### config.mk
export PLATFORM = sky130hd
export DESIGN_NAME = ild_group_enc
export DESIGN_NICKNAME = d
export VERILOG_FILES = /design/src/sv/ild_pkg.sv /design/src/sv/ild_group_enc.sv
export SDC_FILE = /design/constraint.sdc
export NUM_CORES = 1
export LEC_CHECK = 0
export ABC_CLOCK_PERIOD_IN_PS = 1000
export BUFFER_PORTS_ARGS = -buffer_cell sky130_fd_sc_hd__buf_2
export CORE_AREA = 3 3 40 42
export CTS_CLUSTER_SIZE = 28
export DETAILED_ROUTE_END_ITERATION = 10
export DIE_AREA = 0 0 43 45
export RECOVER_POWER = 50
export SLEW_MARGIN = 15
export SYNTH_ARGS = -nofsm -noshare
export SYNTH_HDL_FRONTEND = slang
export SYNTH_SLANG_ARGS = --single-unit
### constraint.sdc
create_clock -name clock -period 1 [get_ports clock]
set_input_delay 0.05 -clock clock [delete_from_list [all_inputs] [get_ports clock]]
set_output_delay 0.05 -clock clock [all_outputs]
set_load 0.05 [all_outputs]
### src/sv/ild_pkg.sv
// Shared constants, codes and types of the indexed list block.
`default_nettype none
package ild_pkg;

   // List capacity, one cell per entry
   localparam int DEPTH      = 64;

   // Fixed field widths
   localparam int CMD_W      = 2;
   localparam int POS_W      = 6;
   localparam int VALUE_W    = 32;
   localparam int STATUS_W   = 3;
   localparam int INDEX_W    = 6;
   localparam int COUNT_W    = 7;

   // Derived internal widths
   localparam int CNT_W      = $clog2(DEPTH + 1);
   localparam int IDX_W      = (DEPTH > 1) ? $clog2(DEPTH) : 1;
   localparam int CMP_W      = (CNT_W > POS_W) ? CNT_W : POS_W;

   // Search tree: groups of eight match bits, then one pick among groups
   localparam int GROUP_SIZE = 8;
   localparam int SUB_W      = $clog2(GROUP_SIZE);
   localparam int GROUPS     = (DEPTH + GROUP_SIZE - 1) / GROUP_SIZE;
   localparam int GRP_W      = (GROUPS > 1) ? $clog2(GROUPS) : 1;
   localparam int FOUND_W    = GRP_W + SUB_W;

   typedef enum logic [CMD_W-1:0] {
      CMD_INSERT = 2'd0,
      CMD_DELETE = 2'd1,
      CMD_FIND   = 2'd2,
      CMD_CLEAR  = 2'd3
   } cmd_type;

   typedef enum logic [STATUS_W-1:0] {
      ST_OK       = 3'd0,
      ST_FULL     = 3'd1,
      ST_BADPOS   = 3'd2,
      ST_EMPTY    = 3'd3,
      ST_NOTFOUND = 3'd4
   } status_type;

   // Broadcast from the controller to every cell
   typedef struct packed {
      logic                      insert_go;
      logic                      delete_go;
      logic                      find_go;
      logic [POS_W-1:0]          pos;
      logic [CNT_W-1:0]          count;
      logic signed [VALUE_W-1:0] value;
   } cell_bus_type;

   // Registered result of one group encoder
   typedef struct packed {
      logic             hit;
      logic [SUB_W-1:0] sub;
   } grp_type;

endpackage
`default_nettype wire

### src/sv/ild_group_enc.sv
// Registered priority encoder over one group of eight cell match flags.
`default_nettype none
module ild_group_enc (
   input  wire logic                             clock,
   input  wire logic                             enable,
   input  wire logic [ild_pkg::GROUP_SIZE-1:0]   match,
   output ild_pkg::grp_type                      grp_ff
);
   import ild_pkg::*;

   grp_type grp_in;

   always_comb begin
      grp_in = grp_ff;
      if (enable) begin
         grp_in.hit = |match;
         grp_in.sub = '0;
         for (int k = GROUP_SIZE - 1; k >= 0; k--) begin
            if (match[k]) begin
               grp_in.sub = SUB_W'(k);
            end
         end
      end
   end

   always_ff @(posedge clock) begin
      grp_ff <= grp_in;
   end

endmodule
`default_nettype wire

Yosys cells after proc, flatten, opt, wreduce, memory -nomap -nowiden

Cells that the tools add are included.

Bitwise logic cells: 0
Reductions and logical operators: 3
Equality and inequality tests: 0
Add/sub/neg operators: 0
Magnitude comparators: 0
$mul: 0
Div/mod/pow operators: 0
Multiplexer cells: 7
Shifts and indexed selects: 0

Operators by type and width:

| kind             | count |
|---|---|
| $mux W3          | 4 |
| $reduce_or A8 Y1 | 1 |
| $mux W2          | 2 |
| $reduce_or A4 Y1 | 1 |
| $reduce_or A2 Y1 | 1 |
| $mux W1          | 1 |

Memory bits (writable): 0
Bits of input ports: 10
Bits in read-only memories: 0
Latch bits: 0
Memories: 0
Register bits: 4
Logic and storage cells: 14
Output and inout port bits: 4

Longest topological paths before layout

Depth after elaboration: 7
Mapped depth: 3
Depth with buffers taken out: 3

Least setup slack after synthesis

No wires, ideal clock.

Path type: input -> register
From: input match[4] (netlist name)
To: register grp_ff[3] (netlist name), data pin
Library setup time: 268 ps
Path slack: 308 ps
Path buffers: 0
Data required time: 732 ps
Cell stages on the path: 2
Arrival time: 424 ps
Path through: nor4_1 nand2_1

Longest elaborated chain between the ends: 1

RTL lines:

| what                   | RTL line            | source |
|---|---|---|
| start: declaration     | ild_group_enc.sv:6  | `input wire logic [ild_pkg::GROUP_SIZE-1:0] match,` |
| $reduce_or A8 Y1       | ild_group_enc.sv:16 | `grp_in.hit = \|match;` |
| end signal: assignment | ild_group_enc.sv:27 | `grp_ff <= grp_in;` |
| end: declaration       | ild_group_enc.sv:7  | `output ild_pkg::grp_type grp_ff` |

No other way between the ends.
A chain may end at the register's enable or synchronous reset.

Final worst setup path

From: register grp_ff[0] (netlist name)
To: output grp_ff[0] (netlist name)

No word-level cell between the ends.

==> results.json <==
{
  "status": "completed",
  "vdd_ir_drop_max_mv": 0.353,
  "cts-root-buf": "clkbuf_4",
  "multi_input_area_um2": 78.8,
  "hold_viol_final": 0,
  "finalSetupViolations": 0,
  "cp_slowest_stage_delay_ns": 0.31,
  "min_period_ns": 0.845,
  "clk_pin_slew_ns": 0.03,
  "core_mm2": 0.00128,
  "critPathSlowestCell": "edfxtp_1",
  "end_kind": "primary output",
  "path_delay_family": "flip-flops",
  "post_cts_buffers": 0,
  "synth-edff-count": 4,
  "required_ns": 0.95,
  "rsz0062_at_grt": "no",
  "crit_chain": "buf_2",
  "syn_inst": 17,
  "routed_wl_um": 438,
  "antenna_found_initial": 0,
  "path_max_fanout": 1,
  "synth_cell_types": 13,
  "ys_async_sr_fraction": 0,
  "grt_pass1_vias": 190,
  "powerDensity_mw_per_mm2": 1610,
  "ys_top_cells_by_area": "edfxtp_1 (59%), nor4_2 (6.2%), and2b_2 (4.3%)",
  "tightest_slew_ns": 0.337,
  "setup_tns_ns": 0,
  "ys_top_cells_by_count": "edfxtp_1 (4), nor2_1 (2)",
  "critPathBufInv": 1,
  "cts_sinks": 4,
  "cp-start-kind": "flop",
  "gr-total-overflow": 0,
  "path_class": "reg -> out",
  "gp_congestion": 0.714,
  "p_leak_nw": 0.124,
  "cts_tree": "built",
  "cts_buffer_depth": 2,
  "pre_cts_slack_ns": 0.127,
  "syn_area_per_cell_um2": 11.9,
  "synth_seq_area_share": 0.593,
  "cts_resized": 0,
  "io_buffers": 13,
  "grt_max_degree": 5,
  "drt_iter0_drc": 0,
  "place_hpwl_um": 373,
  "synthesis.nets": 27,
  "hold_class": "in -> reg",
  "postCtsHoldBufs": 0,
  "grt_usage": 0.0620,
  "drc": 0,
  "ant_nets": 0,
  "yosysTopAreaCell": "edfxtp_1",
  "via_per_inst": 4.04,
  "layout-drive-gt1-share": 0.455,
  "first_pass_iters": 1,
  "rows": 13,
  "vias": 194,
  "register_area_um2": 120,
  "largest_reg_flops": 4,
  "ys_ff_latch": 4,
  "fin_util": 0.238,
  "synth_top_area_share": 0.593,
  "largest-register": "grp_ff",
  "area_delta_synth_final_pct": 50.6,
  "h-tree-depth": 1,
  "reg_top3": "grp_ff: 4 flops",
  "layout_setup_ws_ns": 0.155,
  "synth_area_um2": 203,
  "yosys_warnings": 0,
  "wl_per_cell_um": 9.13,
  "pin_count": 14,
  "die_area_mm2": 0.00194,
  "cts_buffers": 3,
  "finalMaxSlewViolations": 0,
  "period_share": 0.845,
  "slew_headroom": 0.773,
  "cp.arrival_ns": 0.80,
  "num-fill-cells": 147,
  "start_util": 0.158,
  "cap_violations": 0,
  "synth_top_flop_cell": "edfxtp_1",
  "num-nets-final": 45,
  "grt_pass1_wl_um": 724,
  "max_freq_mhz": 1180,
  "die_height_um": 45,
  "synth.most_common_cell": "edfxtp_1",
  "die_w_um": 43,
  "antenna_cells": 0,
  "hold_slack_ns": 0.126
}
layout make-up:
type,count,area share
flip-flops and latches,4,0.393
clock buffers,3,0.0738
multi-input cells,12,0.258
well taps,15,0.0615
inverters,1,0.0123
repair buffers,13,0.201
cell usage in the layout, fill, tap and decap left out, drive strengths merged:
master	synthesis	final
edfxtp	4	4
and2b	1	1
nor2	2	2
buf	0	10
clkbuf	0	6
o41ai	1	1
nand2	1	1
nor2b	1	1
nor4	2	2
a211oi	1	1
o21bai	1	1
a21oi	1	1
inv	1	1
o21ai	1	1
per-layer routing:
layer,wire length [um],GRT usage,part of all wire,vias up
met5,0,0,0,-
met4,0,0.0904,0,0
met3,81,0.0558,0.18,0
met2,197,0.0808,0.45,13
met1,160,0.0441,0.37,82
li1,-,-,-,99
logic make-up (layout without fill, tap and decap cells):
group | count (synthesis) | after routing | share of synthesized area
AO/OA/AOI/OAI | 5 | 5 | 0.167
buffers and inverters | 1 | 17 | 0.0185
AND/OR/NAND/NOR | 7 | 7 | 0.222
flip-flops | 4 | 4 | 0.593
path summary, 6_finish.rpt:
check                 startpoint        end  slack [ns]  depth (start not counted)
worst min-delay path    match[5]  grp_ff[3]        0.13                          3
worst max-delay path   grp_ff[0]  grp_ff[0]        0.15                          1
report_power, final:
part | internal [mW] | switching [mW]
combinational | 0.0287 | 0.0703
sequential | 0.199 | 0.00231
clock | 0.134 | 0.0581
total | 0.361 | 0.131
through the flow:
| stage | power (mW) | instances | instance area [um^2] |
|---|---|---|---|
| 2_1_floorplan | 0.263 | 17 | 203 |
| 3_3_place_gp | 0.304 | 45 | 287 |
| 5_1_grt | 0.538 | 48 | 305 |
| 3_5_place_dp | 0.305 | 45 | 287 |
| 4_1_cts | 0.509 | 48 | 309 |
| 6_report | 0.492 | 48 | 305 |
Power figures use the tool's default switching activity.
