[src/sv/ild_pkg.sv]
// Shared constants, codes and types of the indexed list block.
`default_nettype none
package ild_pkg;

   // List capacity, one cell per entry
   localparam int DEPTH      = 64;

   // Fixed field widths
   localparam int CMD_W      = 2;
   localparam int POS_W      = 6;
   localparam int VALUE_W    = 32;
   localparam int STATUS_W   = 3;
   localparam int INDEX_W    = 6;
   localparam int COUNT_W    = 7;

   // Derived internal widths
   localparam int CNT_W      = $clog2(DEPTH + 1);
   localparam int IDX_W      = (DEPTH > 1) ? $clog2(DEPTH) : 1;
   localparam int CMP_W      = (CNT_W > POS_W) ? CNT_W : POS_W;

   // Search tree: groups of eight match bits, then one pick among groups
   localparam int GROUP_SIZE = 8;
   localparam int SUB_W      = $clog2(GROUP_SIZE);
   localparam int GROUPS     = (DEPTH + GROUP_SIZE - 1) / GROUP_SIZE;
   localparam int GRP_W      = (GROUPS > 1) ? $clog2(GROUPS) : 1;
   localparam int FOUND_W    = GRP_W + SUB_W;

   typedef enum logic [CMD_W-1:0] {
      CMD_INSERT = 2'd0,
      CMD_DELETE = 2'd1,
      CMD_FIND   = 2'd2,
      CMD_CLEAR  = 2'd3
   } cmd_type;

   typedef enum logic [STATUS_W-1:0] {
      ST_OK       = 3'd0,
      ST_FULL     = 3'd1,
      ST_BADPOS   = 3'd2,
      ST_EMPTY    = 3'd3,
      ST_NOTFOUND = 3'd4
   } status_type;

   // Broadcast from the controller to every cell
   typedef struct packed {
      logic                      insert_go;
      logic                      delete_go;
      logic                      find_go;
      logic [POS_W-1:0]          pos;
      logic [CNT_W-1:0]          count;
      logic signed [VALUE_W-1:0] value;
   } cell_bus_type;

   // Registered result of one group encoder
   typedef struct packed {
      logic             hit;
      logic [SUB_W-1:0] sub;
   } grp_type;

endpackage
`default_nettype wire

[src/sv/ild_cell.sv]
// One list cell: holds an entry, shifts with its neighbors, compares for find.
`default_nettype none
module ild_cell (
   input  wire logic                               clock,
   input  wire logic [ild_pkg::IDX_W-1:0]          cell_idx,
   input  wire ild_pkg::cell_bus_type              bus,
   input  wire logic signed [ild_pkg::VALUE_W-1:0] prev_data,
   input  wire logic signed [ild_pkg::VALUE_W-1:0] next_data,
   output logic signed [ild_pkg::VALUE_W-1:0]      data_ff,
   output logic                                    match_ff
);
   import ild_pkg::*;

   logic signed [VALUE_W-1:0] data_in;
   logic                      match_in;
   logic [CMP_W-1:0]          idx_ext;
   logic [CMP_W-1:0]          pos_ext;
   logic [CMP_W-1:0]          cnt_ext;

   assign idx_ext = CMP_W'(cell_idx);
   assign pos_ext = CMP_W'(bus.pos);
   assign cnt_ext = CMP_W'(bus.count);

   always_comb begin
      data_in = data_ff;
      if (bus.insert_go) begin
         if (idx_ext == pos_ext) begin
            data_in = bus.value;
         end else if (idx_ext > pos_ext) begin
            data_in = prev_data;
         end
      end else if (bus.delete_go) begin
         if (idx_ext >= pos_ext) begin
            data_in = next_data;
         end
      end
   end

   // Only held entries may match
   assign match_in = bus.find_go ? ((idx_ext < cnt_ext) && (data_ff == bus.value))
                                 : match_ff;

   always_ff @(posedge clock) begin
      data_ff  <= data_in;
      match_ff <= match_in;
   end

endmodule
`default_nettype wire

[config.mk]
export PLATFORM = sky130hd
export DESIGN_NAME = ild_cell
export DESIGN_NICKNAME = d
export VERILOG_FILES = /design/src/sv/ild_pkg.sv /design/src/sv/ild_cell.sv
export SDC_FILE = /design/constraint.sdc
export NUM_CORES = 1
export LEC_CHECK = 0
export ABC_AREA = 1
export BUFFER_PORTS_ARGS = -buffer_cell sky130_fd_sc_hd__clkbuf_2
export CAP_MARGIN = 20
export CELL_PAD_IN_SITES_DETAIL_PLACEMENT = 1
export CELL_PAD_IN_SITES_GLOBAL_PLACEMENT = 2
export CORE_AREA = 2 2 110 112
export CTS_CLUSTER_SIZE = 20
export DETAILED_ROUTE_END_ITERATION = 7
export DIE_AREA = 0 0 112 114
export GPL_ROUTABILITY_DRIVEN = 0
export MAX_ROUTING_LAYER = met4
export PLACE_DENSITY_LB_ADDON = 0.1
export SETUP_SLACK_MARGIN = 0.15
export SLEW_MARGIN = 40
export SYNTH_ARGS = -nofsm -noshare
export SYNTH_HDL_FRONTEND = slang
export SYNTH_SLANG_ARGS = --single-unit
[constraint.sdc]
create_clock -name clock -period 7.9 [get_ports clock]
set_input_delay 2.37 -clock clock [delete_from_list [all_inputs] [get_ports clock]]
set_output_delay 2.37 -clock clock [all_outputs]
set_load 0.03 [all_outputs]
After elaboration in Yosys (flattened, before gate mapping):

Index checks and enable logic that the tools add are counted.

* flip-flop bits (word level): 33
* logic and storage cells: 17

* magnitude comparators: 3
* equal/unequal tests: 3
* muxes and demuxes: 5
* reductions and logical operators: 4

Operators with widths (count)
* 2-to-1 mux 32 bit: 5
* equality test 32 bit: 1
* less-than comparator 6 x 7 -> 1 bit: 1
* equality test 6 bit: 1
* >= comparator 6 bit: 1
* greater-than comparator 6 bit: 1
* nonzero test 2 bit: 2
* inequality test 3 x 1 -> 1 bit (second input constant): 1
* AND reduction 3 bit: 1
* logical AND 1 bit: 1

Depth between registers and ports, before layout:

Gate-level depths: netlist of the first run.

* word-level depth: 4
* gate-level depth with buffers: 9
* mapped depth without buffers: 9

Worst setup path before layout of the first run:

No wires, ideal clock.

* path kind: in2reg
* start point: input port bus[44] (netlist bit)
* end point: register data_ff[0] (netlist bit) (enable)
* arrival: 3.945 ns
* required time: 7.513 ns
* setup slack: 3.568 ns
* stages: 9
* cells stage by stage: inv_1 > ha_1 > nand2_1 > nor2_4 > nand3_4 > buf_2 > nand3_1 > o21ai_1 > inv_1

* word-level cells in the longest chain between the ends: 3
* elaborated cells on any way between the ends: 6
* classes of those cells: order compare (2); eq/ne (2); reduce/logical (2)

Ends and longest elaborated chain
* from (decl): line ild_cell.sv:6 `input wire ild_pkg::cell_bus_type bus,`
* greater-than comparator 6 bit (tied with other cells): line ild_cell.sv:29 `end else if (idx_ext > pos_ext) begin`
* inequality test 3 x 1 -> 1 bit (no line) / nonzero test 2 bit (equally long branches)
* AND reduction 3 bit (no line) (*)
* to (signal assigned): line ild_cell.sv:44 `data_ff <= data_in;`
* to (decl): line ild_cell.sv:9 `output logic signed [ild_pkg::VALUE_W-1:0] data_ff,`

Every way passes the cells marked *; elsewhere a longest branch is shown, timed or not.
A chain may end at the register's enable or synchronous reset.

Final worst setup path of the first run:

* start point: input port bus[44] (netlist bit)
* end point: register data_ff[16] (netlist bit) (enable)

Same word-level chain as after synthesis.

==> metrics.yaml, run 1 <==
placed_design:
  post_dp_cell_area_um2: 3470
  portBuffers: 151
  detailed_place_hpwl_mm: 7.42
  dp.cells: 674
power_and_ir_drop:
  leakage_nw: 2.02
  swShare_pct: 34.2
  p_sw_w: 0.000233
  seqPwrFrac_pct: 36.4
  cellInternalPower_w: 0.000448
  combPwrFrac_pct: 30.9
  ir_drop_mv: 0.0794
  power_density_nw_per_um2: 187
  p_clk_share_pct: 32.7
hold_path:
  min_from: "data_ff[28]"
  hold_end: "match_ff"
  hp-class: "flop to flop"
  whs_path_depth: 5
synth:
  synth_compound_area_share_pct: 9.36
  syn_area_um2: 2590
  syn_area_per_cell_um2: 6.70
  syn_nets: 517
  synth_area_leaders: "edfxtp_1, nand2_1, inv_1"
  synth_largest_area_cell: "edfxtp_1"
  synth-seq-cells: 33
  synthSimpleGateAreaFrac_pct: 32.9
  synth_top_family_by_area: "simple AND/OR/NAND/NOR gates"
  synthAdderAreaFrac_pct: 5.31
  synthDistinctLibCells: 21
  yosysWarnings: 0
  synth_cells: 387
  ys_seq_area_share_pct: 38.2
  synth_top_area_share_pct: 38.2
  synth_xor_area_share_pct: 1.69
  muxShareOfSynthArea_pct: 0
cts:
  cts_resized: 0
  cts.sinks: 33
  clk_latency_ns: 0.28
  cts.root.buffer_cell: "clkbuf_16"
  clock_path_buffers: 2
  cts_tree: "yes"
  cts-buffers-inserted: 5
  cts.clk_slew.worst_paths_ns: 0.06
  postCtsHoldBufs: 0
  h-tree-depth: 2
  cts_setup_buffers: 0
timing:
  rsz0062_at_grt: "no"
  finalCriticalPeriod_ns: 4.45
  tightest_slew_ns: 0.665
  final_hold_viol_count: 0
  slew_headroom_pct: 55.7
  fin_tns_setup_ns: 0
  holdWs_ns: 0.868
  drv_slew: 0
  finalSetupViolCount: 0
  clock_skew_ns: 0.00847
  period_share_pct: 56.3
  fmax_ghz: 0.225
detailed_routing:
  first_pass_iters: 4
  viasPerCell: 4.20
  vias: 2867
  dr.first_iter.drc_count: 93
  drc_errors: 0
  wl_per_cell_um: 13.5
  ant_nets: 0
  drt_wl_total_mm: 9.22
floorplan:
  chipHeight_um: 114
  initial_core_util_pct: 22.1
  die_w_um: 112
  rows: 40
  die-area_um2: 12800
  fp.coreArea_um2: 11700
  io_pins: 152
outcome:
  outcome: "completed"
worst_setup_path:
  required_ns: 7.86
  worst_path_largest_cell_delay_ns: 0.36
  r2r_start: "data_ff[24]"
  r2r_cells: 8
  crit_path_end_kind: "flop"
  critPathMaxFanout: 34
  worstReg2RegEnd: "match_ff"
  startpoint_type: "input port"
  cp.arrival_ns: 4.41
  r2r_slack_ns: 6.58
  worstPathCellList: "clkbuf_2, inv_1, ha_1, nand2_1, nor2_4, nand3_4, nand3_1, o21ai_1, clkinv_1, buf_4"
  path_delay_family: "simple AND/OR/NAND/NOR gates"
  cp_slowest_cell: "nand3_4"
  critPathKind: "input port to flop"
  path_buf_inv: 4
cells_and_area:
  area_growth_pct: 40.1
  layout_commonest_cell: "nand2_1"
  final_cell_area_um2: 3630
  mostFrequentLayoutCells: "nand2_1, clkbuf_2, inv_1"
  drive_gt1_share_pct: 30.3
  antenna_cells: 0
  layout.nets: 664
  instances_no_fill: 682
grt:
  overflow: 0
  antenna_found_initial: 0
  grt_first_pass_wirelength_mm: 14.8
  grt_max_degree: 66
  grt_pass1_vias: 3079
  grt_util_all_layers_pct: 15.0
flow_run:
  drv_cap: 0
==> registers in the layout, indices dropped and copies added (netlist names) <==
signal and cells:
data_ff 32, match_ff 1
==> metrics by stage <==
stage / power (W) / util [%] / setup slack (ns)
5_1_grt: 0.000725 / 31.0 / 3.20
6_report: 0.000681 / 31.0 / 3.45
3_5_place_dp: 0.000469 / 29.6 / 3.05
2_1_floorplan: 0.000377 / - / 3.57
3_3_place_gp: 0.000466 / 29.6 / 3.13
4_1_cts: 0.000697 / 31.0 / 3.34
==> power groups by stage <==
| stage | registers [W] | logic (W) | clock network, W |
|---|---|---|---|
| final | 0.000248 | 0.000210 | 0.000223 |
| after global routing | 0.000253 | 0.000236 | 0.000236 |
| after CTS | 0.000249 | 0.000217 | 0.000231 |
| after detailed placement | 0.000252 | 0.000216 | 0 |
| after global placement | 0.000251 | 0.000214 | 0 |
| after floorplan | 0.000300 | 0.0000771 | 0 |
==> worst min-delay path, cell delays in order, from the launching register on <==
cell and delay [ns]:
edfxtp_1 0.37, xnor2_1 0.09, nand2_1 0.06, nor2_1 0.05, nand4_1 0.07, nor2_1 0.05
==> final cells by class <==
class	count	area [µm²]
timing repair buffer	153	771
inverter	66	249
clock buffer	6	129
sequential	33	991
fill	1541	8080
multi-input combinational	275	1280
clock inverter	2	33.8
tap	147	184
==> Yosys cell counts (all sizes together) <==
master,number
xnor2,3
o21a,1
nand4,2
xor2,2
a21oi,3
ha,11
edfxtp,33
inv,65
buf,9
clkbuf,4
nand2,152
clkinv,1
o21ai,4
a31oi,32
nor2,60
nand3,5
==> kinds of logic (layout without fill, tap and decap cells) <==
| logic type | Yosys count | after routing |
|---|---|---|
| AND/OR/NAND/NOR | 219 | 219 |
| buffers and inverters | 79 | 227 |
| AO/OA/AOI/OAI | 40 | 40 |
| flip-flops | 33 | 33 |
| adder cells (fa/ha/maj) | 11 | 11 |
| XOR/XNOR | 5 | 5 |
==> layer usage <==
layer | vias up | part of all wire (%) | global-route usage (%)
li1 | 1505 | - | -
met1 | 1284 | 45 | 18.3
met2 | 74 | 50 | 26.5
met3 | 4 | 4.4 | 2.39
met4 | 0 | 0.74 | 2.93
met5 | - | 0 | -
==> worst max-delay path by stage <==
stage             endpoint        start  slack, ns  cells after the start
3_5_place_dp   data_ff[28]  cell_idx[5]       3.05                      9
3_3_place_gp   data_ff[31]      bus[44]       3.13                     10
6_report       data_ff[16]      bus[44]       3.45                     10
2_1_floorplan   data_ff[0]      bus[44]       3.57                      9
4_1_cts        data_ff[16]  cell_idx[5]       3.34                      9
5_1_grt        data_ff[16]      bus[44]       3.20                     10
No activity file was read; power rests on OpenSTA's default activity.
==> run 2: changes to the inputs <==
- CORE_AREA: 2 2 110 112 -> 2 2 120 122
- DIE_AREA: 0 0 112 114 -> 0 0 122 124
- clock period: 7.9 -> 4 ns (I/O delays scaled with it)
==> run 2 against run 1 <==
Compared with the run above: cell count is 5.0% higher; combinational power increased by 100%; largest power group unchanged; die area increased by 18%.
==> metrics.yaml, run 2 (synthesis gave the netlist of run 1 again) <==
outcome:
  outcome: "completed"
detailed_routing:
  first_pass_iters: 4  # unchanged
  dr.first_iter.drc_count: 73  # -22%
  drc_errors: 0  # unchanged
  drt_wl_total_mm: 9.97  # +8.2%
  ant_nets: 0  # unchanged
  wl_per_cell_um: 13.9  # +3.0%
  vias: 2901  # +1.2%
  viasPerCell: 4.05  # -3.6%
placed_design:
  portBuffers: 151  # unchanged
  detailed_place_hpwl_mm: 7.88  # +6.2%
  post_dp_cell_area_um2: 3530  # +1.8%
floorplan:
  die-area_um2: 15100  # +18%
  rows: 43  # +7.5%
  chipHeight_um: 124  # +8.8%
  initial_core_util_pct: 18.9  # -3.2 points
  io_pins: 152  # unchanged
  fp.coreArea_um2: 13700  # +17%
  die_w_um: 122  # +8.9%
cts:
  h-tree-depth: 2  # unchanged
  cts.root.buffer_cell: "clkbuf_16"
  cts-buffers-inserted: 5  # unchanged
  postCtsHoldBufs: 0  # unchanged
  clock_path_buffers: 2  # unchanged
  cts_tree: "yes"
  cts_setup_buffers: 0  # unchanged
  cts.sinks: 33  # unchanged
  cts.clk_slew.worst_paths_ns: 0.06  # about the same
  clk_latency_ns: 0.28  # about the same
  cts_resized: 0  # unchanged
timing:
  finalSetupViolCount: 0  # unchanged
  drv_slew: 0  # unchanged
  fin_tns_setup_ns: 0  # unchanged
  rsz0062_at_grt: "no"
  period_share_pct: 78.9
  tightest_slew_ns: 0.675  # +0.0108 ns
  finalCriticalPeriod_ns: 3.16
  fmax_ghz: 0.317
  clock_skew_ns: 0.00382  # -0.00465 ns
  slew_headroom_pct: 55.0  # -0.72 points
  final_hold_viol_count: 0  # unchanged
cells_and_area:
  max_flop_register: "data_ff"
  layout.nets: 665  # +0.15%
  final_cell_area_um2: 3700  # +1.7%
  largest_register_ff_count: 32  # unchanged
  antenna_cells: 0  # unchanged
  fillers: 1748  # +13%
  area_growth_pct: 42.5
  mostFrequentLayoutCells: "nand2_1, clkbuf_2, inv_1"
  finalCoreUtilization_pct: 26.9  # -4.1 points
  reg_top3: "data_ff x32, match_ff x1"
  layout_commonest_cell: "nand2_1"
  drive_gt1_share_pct: 30.6  # +0.32 points
worst_setup_path:
  r2r_start: "data_ff[10]"
  startpoint_type: "input port"
  cp-endpoint: "data_ff[17]"
  crit_path_start: "cell_idx[5]"
  critPathKind: "input port to flop"
  cp.arrival_ns: 3.16  # -1.25 ns
  r2r_slack_ns: 2.66  # -3.92 ns
  r2r_cells: 5  # -3
  crit_path_end_kind: "flop"
  worstReg2RegEnd: "match_ff"
  critPathMaxFanout: 33  # -2.9%
  required_ns: 4.00  # -3.86 ns
flow_run:
  drv_cap: 0  # unchanged
grt:
  grt_pass1_vias: 3114  # +1.1%
  grt_max_degree: 65  # -1.5%
  overflow: 0  # unchanged
  grt_first_pass_wirelength_mm: 15.5  # +4.6%
  grt_util_all_layers_pct: 13.9  # -1.1 points
  antenna_found_initial: 0  # unchanged
power_and_ir_drop:
  ir_drop_mv: 0.125  # +57%
  leakage_nw: 2.04  # +0.57%
  power_density_nw_per_um2: 368  # +96%
  p_total_w: 0.00136  # +100%
hold_path:
  hp-class: "flop to flop"
run 2: cell count changes in the layout (fill, tap and decap cells not counted), sizes merged:
cell	change
clkinv	-1
inv	+1
buf	+1
run 2: layer usage:
| metal | GRT usage, % | wire, µm | up-vias |
|---|---|---|---|
| li1 | - | - | 1509 |
| met1 | 15.9 | 4310 | 1298 |
| met2 | 24.9 | 4970 | 88 |
| met3 | 2.84 | 567 | 6 |
| met4 | 3.16 | 119 | 0 |
| met5 | - | 0 | - |
run 2: cell type report:
type | count | area (µm²) | share of cell area [%]
Multi-Input combinational cell | 275 | 1280 | 34.6
Sequential cell | 33 | 991 | 26.8
Timing Repair Buffer | 154 | 791 | 21.4
Inverter | 66 | 249 | 6.74
Tap cell | 180 | 225 | 6.09
Clock buffer | 6 | 129 | 3.49
Clock inverter | 2 | 33.8 | 0.914
run 2: worst min path at each step:
| stage | startpoint | to | slack [ns] | cells past startpoint |
|---|---|---|---|---|
| final | data_ff[28] | match_ff | 0.85 | 5 |
| after global routing | data_ff[28] | match_ff | 0.95 | 5 |
| after CTS | data_ff[28] | match_ff | 0.89 | 5 |
| after detailed placement | data_ff[28] | match_ff | 0.88 | 5 |
| after global placement | data_ff[28] | match_ff | 0.88 | 5 |
| after floorplan | data_ff[28] | match_ff | 0.95 | 5 |
run 2: critical path: stages:
cell	delay [ns]
clkbuf_2	0.10
ha_1	0.30
nand2_1	0.13
nor2_4	0.06
nand3_4	0.05
buf_4	0.39
clkinv_2	0.58
nand2_1	0.21
a31oi_1	0.10
run 2: per-stage QoR:
stage	instances	setup slack, ns	hold WS [ns]
global route	716	0.592	0.953
finish	716	0.843	0.854
floorplan	387	0.838	0.947
detailed placement	708	0.476	0.877
global placement	708	0.497	0.879
CTS	716	0.764	0.893
run 2: report_power, final:
part	switching [W]	leakage, nW	internal (W)
clock network	0.000154	0.0785	0.000292
logic	0.000278	1.64	0.000147
registers	0.0000397	0.319	0.000449
total	0.000472	2.04	0.000888
